[src/rtl/rbsi_pkg.sv]
`default_nettype none

package rbsi_pkg;

   localparam int FRAC_BITS_DEFAULT = 16;

   localparam int NUM_W       = 34;
   localparam int DEN_W       = 33;
   localparam int QUO_W       = 32;
   localparam int STEPS       = 31;
   localparam int DIV_LATENCY = STEPS + 1;
   localparam int AXES        = 3;

   localparam logic [30:0] MAX_DISTANCE_RESET = 31'h7FFF_FFFF;

   typedef struct packed {
      logic signed [31:0] origin_x;
      logic signed [31:0] origin_y;
      logic signed [31:0] origin_z;
      logic signed [31:0] dir_x;
      logic signed [31:0] dir_y;
      logic signed [31:0] dir_z;
      logic signed [31:0] box_center_x;
      logic signed [31:0] box_center_y;
      logic signed [31:0] box_center_z;
      logic [30:0]        box_size_x;
      logic [30:0]        box_size_y;
      logic [30:0]        box_size_z;
   } req_type;

   typedef struct packed {
      logic        hit;
      logic [30:0] entry_distance;
   } rsp_type;

   typedef struct packed {
      logic            valid;
      logic [AXES-1:0] neg_lo;
      logic [AXES-1:0] neg_hi;
      logic [AXES-1:0] par;
      logic [AXES-1:0] par_ok;
   } side_type;

endpackage

`default_nettype wire

[src/rtl/rbsi_div.sv]
`default_nettype none

module rbsi_div #(
   parameter int FRAC_BITS = rbsi_pkg::FRAC_BITS_DEFAULT
) (
   input  logic                        clock,
   input  logic                        enable,
   input  logic [rbsi_pkg::NUM_W-1:0]  num_mag,
   input  logic [rbsi_pkg::DEN_W-1:0]  den,
   output logic [rbsi_pkg::QUO_W-1:0]  quo
);

   localparam int STEPS = rbsi_pkg::STEPS;
   localparam int DEN_W = rbsi_pkg::DEN_W;
   localparam int NUM_W = rbsi_pkg::NUM_W;
   localparam int SH    = STEPS - FRAC_BITS;
   localparam int CMP_W = DEN_W + SH;
   localparam int XW    = NUM_W + FRAC_BITS;

   logic [XW-1:0]    x;
   logic             ovf_in;
   logic [DEN_W-1:0] rem0_in;

   logic [DEN_W-1:0] rem_ff  [0:STEPS-1];
   logic [DEN_W-1:0] den_ff  [0:STEPS-1];
   logic [STEPS-1:0] bits_ff [0:STEPS-1];
   logic [STEPS-1:0] q_ff    [0:STEPS];
   logic             ovf_ff  [0:STEPS];

   // The quotient saturates at 2^31; below that it needs 31 bits, so the
   // top part of the scaled dividend is the starting remainder.
   always_comb begin
      x       = {num_mag, {FRAC_BITS{1'b0}}};
      ovf_in  = CMP_W'(num_mag) >= (CMP_W'(den) << SH);
      rem0_in = DEN_W'(x[XW-1:STEPS]);
   end

   always_ff @(posedge clock) begin
      if (enable) begin
         rem_ff[0]  <= rem0_in;
         den_ff[0]  <= den;
         bits_ff[0] <= x[STEPS-1:0];
         q_ff[0]    <= '0;
         ovf_ff[0]  <= ovf_in;
      end
   end

   for (genvar k = 0; k < STEPS; k++) begin : g_step
      logic [DEN_W+1:0] ext;
      logic [DEN_W+1:0] sub;
      logic             take;
      logic [DEN_W-1:0] rem_next;

      always_comb begin
         ext      = {1'b0, rem_ff[k], bits_ff[k][STEPS-1]};
         sub      = ext - (DEN_W+2)'(den_ff[k]);
         take     = !sub[DEN_W+1];
         rem_next = take ? sub[DEN_W-1:0] : ext[DEN_W-1:0];
      end

      always_ff @(posedge clock) begin
         if (enable) begin
            q_ff[k+1]   <= {q_ff[k][STEPS-2:0], take};
            ovf_ff[k+1] <= ovf_ff[k];
         end
      end

      if (k < STEPS-1) begin : g_carry
         always_ff @(posedge clock) begin
            if (enable) begin
               rem_ff[k+1]  <= rem_next;
               den_ff[k+1]  <= den_ff[k];
               bits_ff[k+1] <= {bits_ff[k][STEPS-2:0], 1'b0};
            end
         end
      end
   end

   assign quo = ovf_ff[STEPS] ? {1'b1, {STEPS{1'b0}}} : {1'b0, q_ff[STEPS]};

endmodule

`default_nettype wire

[config.mk]
export PLATFORM = sky130hd
export DESIGN_NAME = rbsi_div
export DESIGN_NICKNAME = d
export VERILOG_FILES = /design/src/rtl/rbsi_pkg.sv /design/src/rtl/rbsi_div.sv
export SDC_FILE = /design/constraint.sdc
export NUM_CORES = 2
export LEC_CHECK = 0
export BUFFER_PORTS_ARGS = -buffer_cell sky130_fd_sc_hd__buf_2
export CAP_MARGIN = 20
export CORE_ASPECT_RATIO = 1.5
export CORE_MARGIN = 8
export CORE_UTILIZATION = 35
export CTS_CLUSTER_SIZE = 8
export DETAILED_ROUTE_END_ITERATION = 8
export PLACE_DENSITY = 0.58
export SETUP_SLACK_MARGIN = 0.1
export SLEW_MARGIN = 0
export SYNTH_ARGS = -nofsm -noshare
export SYNTH_HDL_FRONTEND = slang
export SYNTH_SLANG_ARGS = --single-unit
[constraint.sdc]
create_clock -name clock -period 4.8 [get_ports clock]
set_input_delay 0.96 -clock clock [delete_from_list [all_inputs] [get_ports clock]]
set_output_delay 0.96 -clock clock [all_outputs]
set_load 0.02 [all_outputs]
## Word level (Yosys, flattened, before mapping)

Memory sizes are Yosys's and may differ from the RTL's.
Index checks and enable logic that the tools add are counted.

| operators by class | value |
|---|---|
| add/subtract/negate cells | 31 |
| $lt $le $gt $ge | 1 |
| mux-type cells | 33 |
| reduce and logical (&&, ||, !) cells | 31 |

Operators with widths:

| operator | count |
|---|---|
| $sub A34 B33 Y35 | 31 |
| $mux W33 | 30 |
| $ge A34 B48 Y1 | 1 |
| $mux W32 | 1 |
| $logic_not A1 Y1 | 31 |
| $mux W1 | 2 |

| storage, ports and cells | value |
|---|---|
| register bits | 0 |
| RAM bits | 4000 |
| input bits | 69 |
| memories kept | 5 |

Memories:

| memory | depth | bits a word | rd ports | clocked after Yosys merged registers in | write ports | RTL line | source |
|---|---|---|---|---|---|---|---|
| den_ff | 31 | 33 | 31 | 0 | 31 | rbsi_div.sv:25 | `logic [DEN_W-1:0] den_ff [0:STEPS-1];` |
| rem_ff | 31 | 33 | 31 | 0 | 31 | rbsi_div.sv:24 | `logic [DEN_W-1:0] rem_ff [0:STEPS-1];` |
| q_ff | 32 | 31 | 32 | 0 | 32 | rbsi_div.sv:27 | `logic [STEPS-1:0] q_ff [0:STEPS];` |
| bits_ff | 31 | 30 | 31 | 0 | 31 | rbsi_div.sv:26 | `logic [STEPS-1:0] bits_ff [0:STEPS-1];` |
| ovf_ff | 32 | 1 | 32 | 0 | 32 | rbsi_div.sv:28 | `logic ovf_ff [0:STEPS];` |

## Depth between registers and ports, before layout

An unclocked memory read counts as a cell.

| logic depth | value |
|---|---|
| depth after elaboration | 3 |
| depth in mapped cells | 16 |

## Least setup slack after synthesis

No wires, ideal clock.

| timing | value |
|---|---|
| kind | register to register |
| from | mem bits_ff[5][29] (netlist bit) |
| to | mem rem_ff[6][10], data pin |
| arrival | 3.413 ns |
| slack | 1.128 ns |
| stages on the path, launching flop included | 16 |
| buffers on the path | 1 |
| clock period less this slack | 3.672 ns |
| path through | edfxtp_1 inv_1 ha_1 inv_1 fa_1 a211oi_1 o21bai_1 o2111ai_1 a21oi_1 nor3_2 o41ai_2 a221o_1 a21o_1 a41oi_4 buf_4 mux2_2 |

RTL lines:

| item | RTL line |
|---|---|
| start: declaration | rbsi_div.sv:26 |
| end: declaration | rbsi_div.sv:24 |

==> summary.txt <==
==========================================================================================
Share of flip-flops with an asynchronous set or reset after synthesis                   0%
Setup TNS after final layout                                                          0 ps
Clock network fraction of design power                                               21.6%
Hold WS                                                                           223.7 ps
Remaining antenna violation count                                                        0
Power per standard cell area                                                  667.7 nW/µm²
Worst Clk Skew                                                                    52.81 ps
Worst hold-check path type                                                          in2reg
Fin crit period                                                                    4411 ps
Share of power burned in registers                                                   34.4%
Unique cell type count in the Yosys netlist                                             99
Largest net degree at the start of global routing                                      174
Mean routed wirelength per cell                                                   16.61 µm
Share of synthesized cell area in full adder, half adder and majority cells         9.289%
Int Power                                                                         68990 µW
Die height                                                                        798.6 µm
Iteration-0 DRC count of the detailed router                                          3853
Placeable core region                                                           406900 µm²
Largest family of logic cells by synthesized area                             compound AO/OA/AOI/OAI gates
Die Outline Area                                                                429400 µm²
Global-route wire length before repair                                           474100 µm
Fraction of final layout cells sized beyond drive strength 1                        9.495%
Post-synthesis mux area share                                                       3.104%
Total half-perimeter wirelength after legalization and detailed placement        222800 µm
Vias in the first global route                                                       98787
Crit path capture type                                                            register
CTS HTree Levels                                                                         5
Leading cell type in the layout, fill and taps excluded                           edfxtp_1
Vias per std cell                                                                    5.097
Synth-to-Final Area Change                                                          12.88%
Reported leakage power                                                          0.06464 µW
Status                                                                        finished, final reports clean
Synthesized flop and latch total                                                      2680
Normalized max-slew margin                                                          24.86%
Syn Std Cell Area                                                               142900 µm²
Largest fanout on the critical path                                                     34
First-pass iteration count of the detailed router                                        8
Most frequent cells in the layout                                             edfxtp_1, inv_1, ha_1
Number of top-level design ports                                                       101
Kind of start point of the critical path                                          register
Count of buffers from port buffering                                                   100
Sum of overflow across all layers after global routing                                   0
Sequential area share after synthesis                                               56.31%
Actual slew at the worst max-slew pin                                              1113 ps
Number of remaining DRC errors                                                           0
Number of violations of the max-capacitance limit                                        0
Count of instances resized after the clock tree is built                                 0
Critical path arrival                                                              5040 ps
Pre-CTS WS                                                                        327.2 ps
Post-synthesis xor/xnor area fraction                                               4.842%
Number of enable-type register cells in the synthesized netlist                       2680
Synthesized area divided by synthesized cell count                               11.78 µm²
Worst-case vdd ir drop                                                            331.0 µV
Max Clock Freq                                                                   226.7 MHz
Total count of max-transition violations in the final report                             0
Required arrival time at the worst endpoint                                        5430 ps
Clock Tree Buf Depth                                                                     4
Net count of the finished layout                                                     13696
Quantity of hold-fixing buffers added after cts                                          0
Post-synthesis compound-gate area fraction                                          14.32%
Via total after detailed routing                                                     91616
Count of final setup violators                                                           0
Clk Tree Root Cell                                                               clkbuf_16
RSZ-0062 raised after global routing                                                    no
Fraction of power spent switching nets                                              35.94%
Global routing usage summed across all routing layers                               13.50%
Clock Latency Late Sink                                                             940 ps
Switching Power                                                                   38710 µW
Category of the critical setup timing path                                         reg2reg
TritonCTS clock tree                                                                   yes
Number of buffers added by the clock tree synthesis step                               374
Ratio of final minimum period to clock period                                       91.89%
Initial antenna violation count                                                          7
Final core utilization                                                              39.65%
Final worst setup slack                                                           389.0 ps
GP Congestion                                                                       0.8958
Share of power burned in combinational logic                                         44.0%
Post CTS Setup Buffer Count                                                              0
Flip-flop cell with the highest count after synthesis                             edfxtp_1
Die boundary width                                                                537.7 µm
Sinks on the clock net                                                                2680
Endpoints failing hold                                                                   0
Synthesis Warnings                                                                       0
Clock transition at the registers of the reported paths                              50 ps
Site row count                                                                         287
Drt total wl                                                                     298500 µm
Simple-gate portion of the synthesized area                                         8.034%
Initial Util                                                                        35.12%
Count of mapped cells out of synthesis                                               12128
==========================================================================================
[sequential cells by signal (all words and copies together) (netlist names)]
name and count:
q_ff 496, bits_ff 120, ovf_ff 32, rem_ff 1009
den_ff 1023
[through the flow]
stage	std cells	power, µW	area, µm²
CTS	17963	108900	161300
global route	17972	115300	161300
global placement	17554	84170	151400
floorplan	12134	71950	142900
detailed placement	17554	84940	151400
finish	17973	107700	161300
[final timing paths]
path	start	to	slack [ps]	cells past startpoint
setup / recovery	bits_ff[5][29]$_DFFE_PP_	rem_ff[6][2]$_DFFE_PP_	390	15
hold / removal	den[6]	den_ff[0][6]$_DFFE_PP_	220	1
setup reg to reg	bits_ff[5][29]$_DFFE_PP_	rem_ff[6][2]$_DFFE_PP_	390	15
hold reg to reg	bits_ff[7][28]$_DFFE_PP_	bits_ff[8][29]$_DFFE_PP_	380	0
[area by class of cell]
class,instances,area [µm²]
Fill cell,38467,245500
Tap cell,5346,6689
Clock inverter,26,402.9
Clock buffer,383,9478
Inverter,1265,4748
Multi-Input combinational cell,7954,56770
Antenna cell,10,25.02
Sequential cell,2680,80480
Timing Repair Buffer,309,2723
[synth_stat cells (23+ instances only)]
cell type | count | area (µm²)
ha_1 | 1013 | 12670
o21a_1 | 140 | 1051
and2_1 | 57 | 356.6
or3_1 | 38 | 237.7
a21oi_1 | 1003 | 5020
a211oi_1 | 105 | 788.3
or2_2 | 34 | 212.7
mux2_2 | 336 | 3784
xor2_1 | 336 | 2943
edfxtp_1 | 2680 | 80480
nand2b_1 | 146 | 913.4
inv_1 | 1263 | 4741
nand4_1 | 102 | 638.1
mux2_4 | 28 | 420.4
o211ai_1 | 52 | 390.4
o21bai_1 | 122 | 915.9
nor2_1 | 653 | 2451
a31o_2 | 23 | 201.4
a211o_1 | 41 | 359.1
a21o_1 | 442 | 3318
fa_1 | 30 | 600.6
a2111oi_0 | 25 | 219.0
nor3_1 | 114 | 570.6
nand3_1 | 183 | 915.9
o31a_1 | 35 | 306.5
nand2_1 | 840 | 3153
nor4_1 | 23 | 143.9
xnor2_1 | 454 | 3976
and3_1 | 74 | 462.9
buf_2 | 57 | 285.3
nor2b_1 | 142 | 888.4
o31ai_1 | 91 | 683.2
clkbuf_1 | 143 | 536.8
a31oi_1 | 125 | 782.0
o21ai_0 | 772 | 3864
[worst max-delay path, stage by stage (launching register included)]
cell and delay (ps):
edfxtp_1 360, inv_1 80, ha_1 160, inv_1 50, fa_1 410, a211oi_1 280, o21bai_1 180, o2111ai_1 380
a21oi_1 200, nor3_2 350, o41ai_2 230, a221o_1 350, a21o_1 230, a41oi_4 250, buf_12 240, mux2_2 360
[power groups by stage]
stage,clock (µW),combinational (µW),sequential [µW]
floorplan,0,35700,36300
finish,23300,47400,37000
detailed placement,0,47500,37400
global placement,0,46800,37400
CTS,24100,47700,37000
global route,25000,52700,37600
[per-layer routing]
layer / vias to the layer above / track usage (%) / part of all wire [%]
met5: - / 0 / 0
met4: 0 / 8.165 / 6.7
met3: 1034 / 1.948 / 3.0
met2: 1630 / 29.99 / 60
met1: 43699 / 10.19 / 30
li1: 45253 / - / -
[logic make-up after synthesis]
kind of cell,count (synthesis)
other cells,1
compound gates,3256
mux,387
simple gates,2471
fa+ha+maj,1043
buf+inv,1500
flops,2680
xor+xnor,790
(Power assumes the default switching activity.)
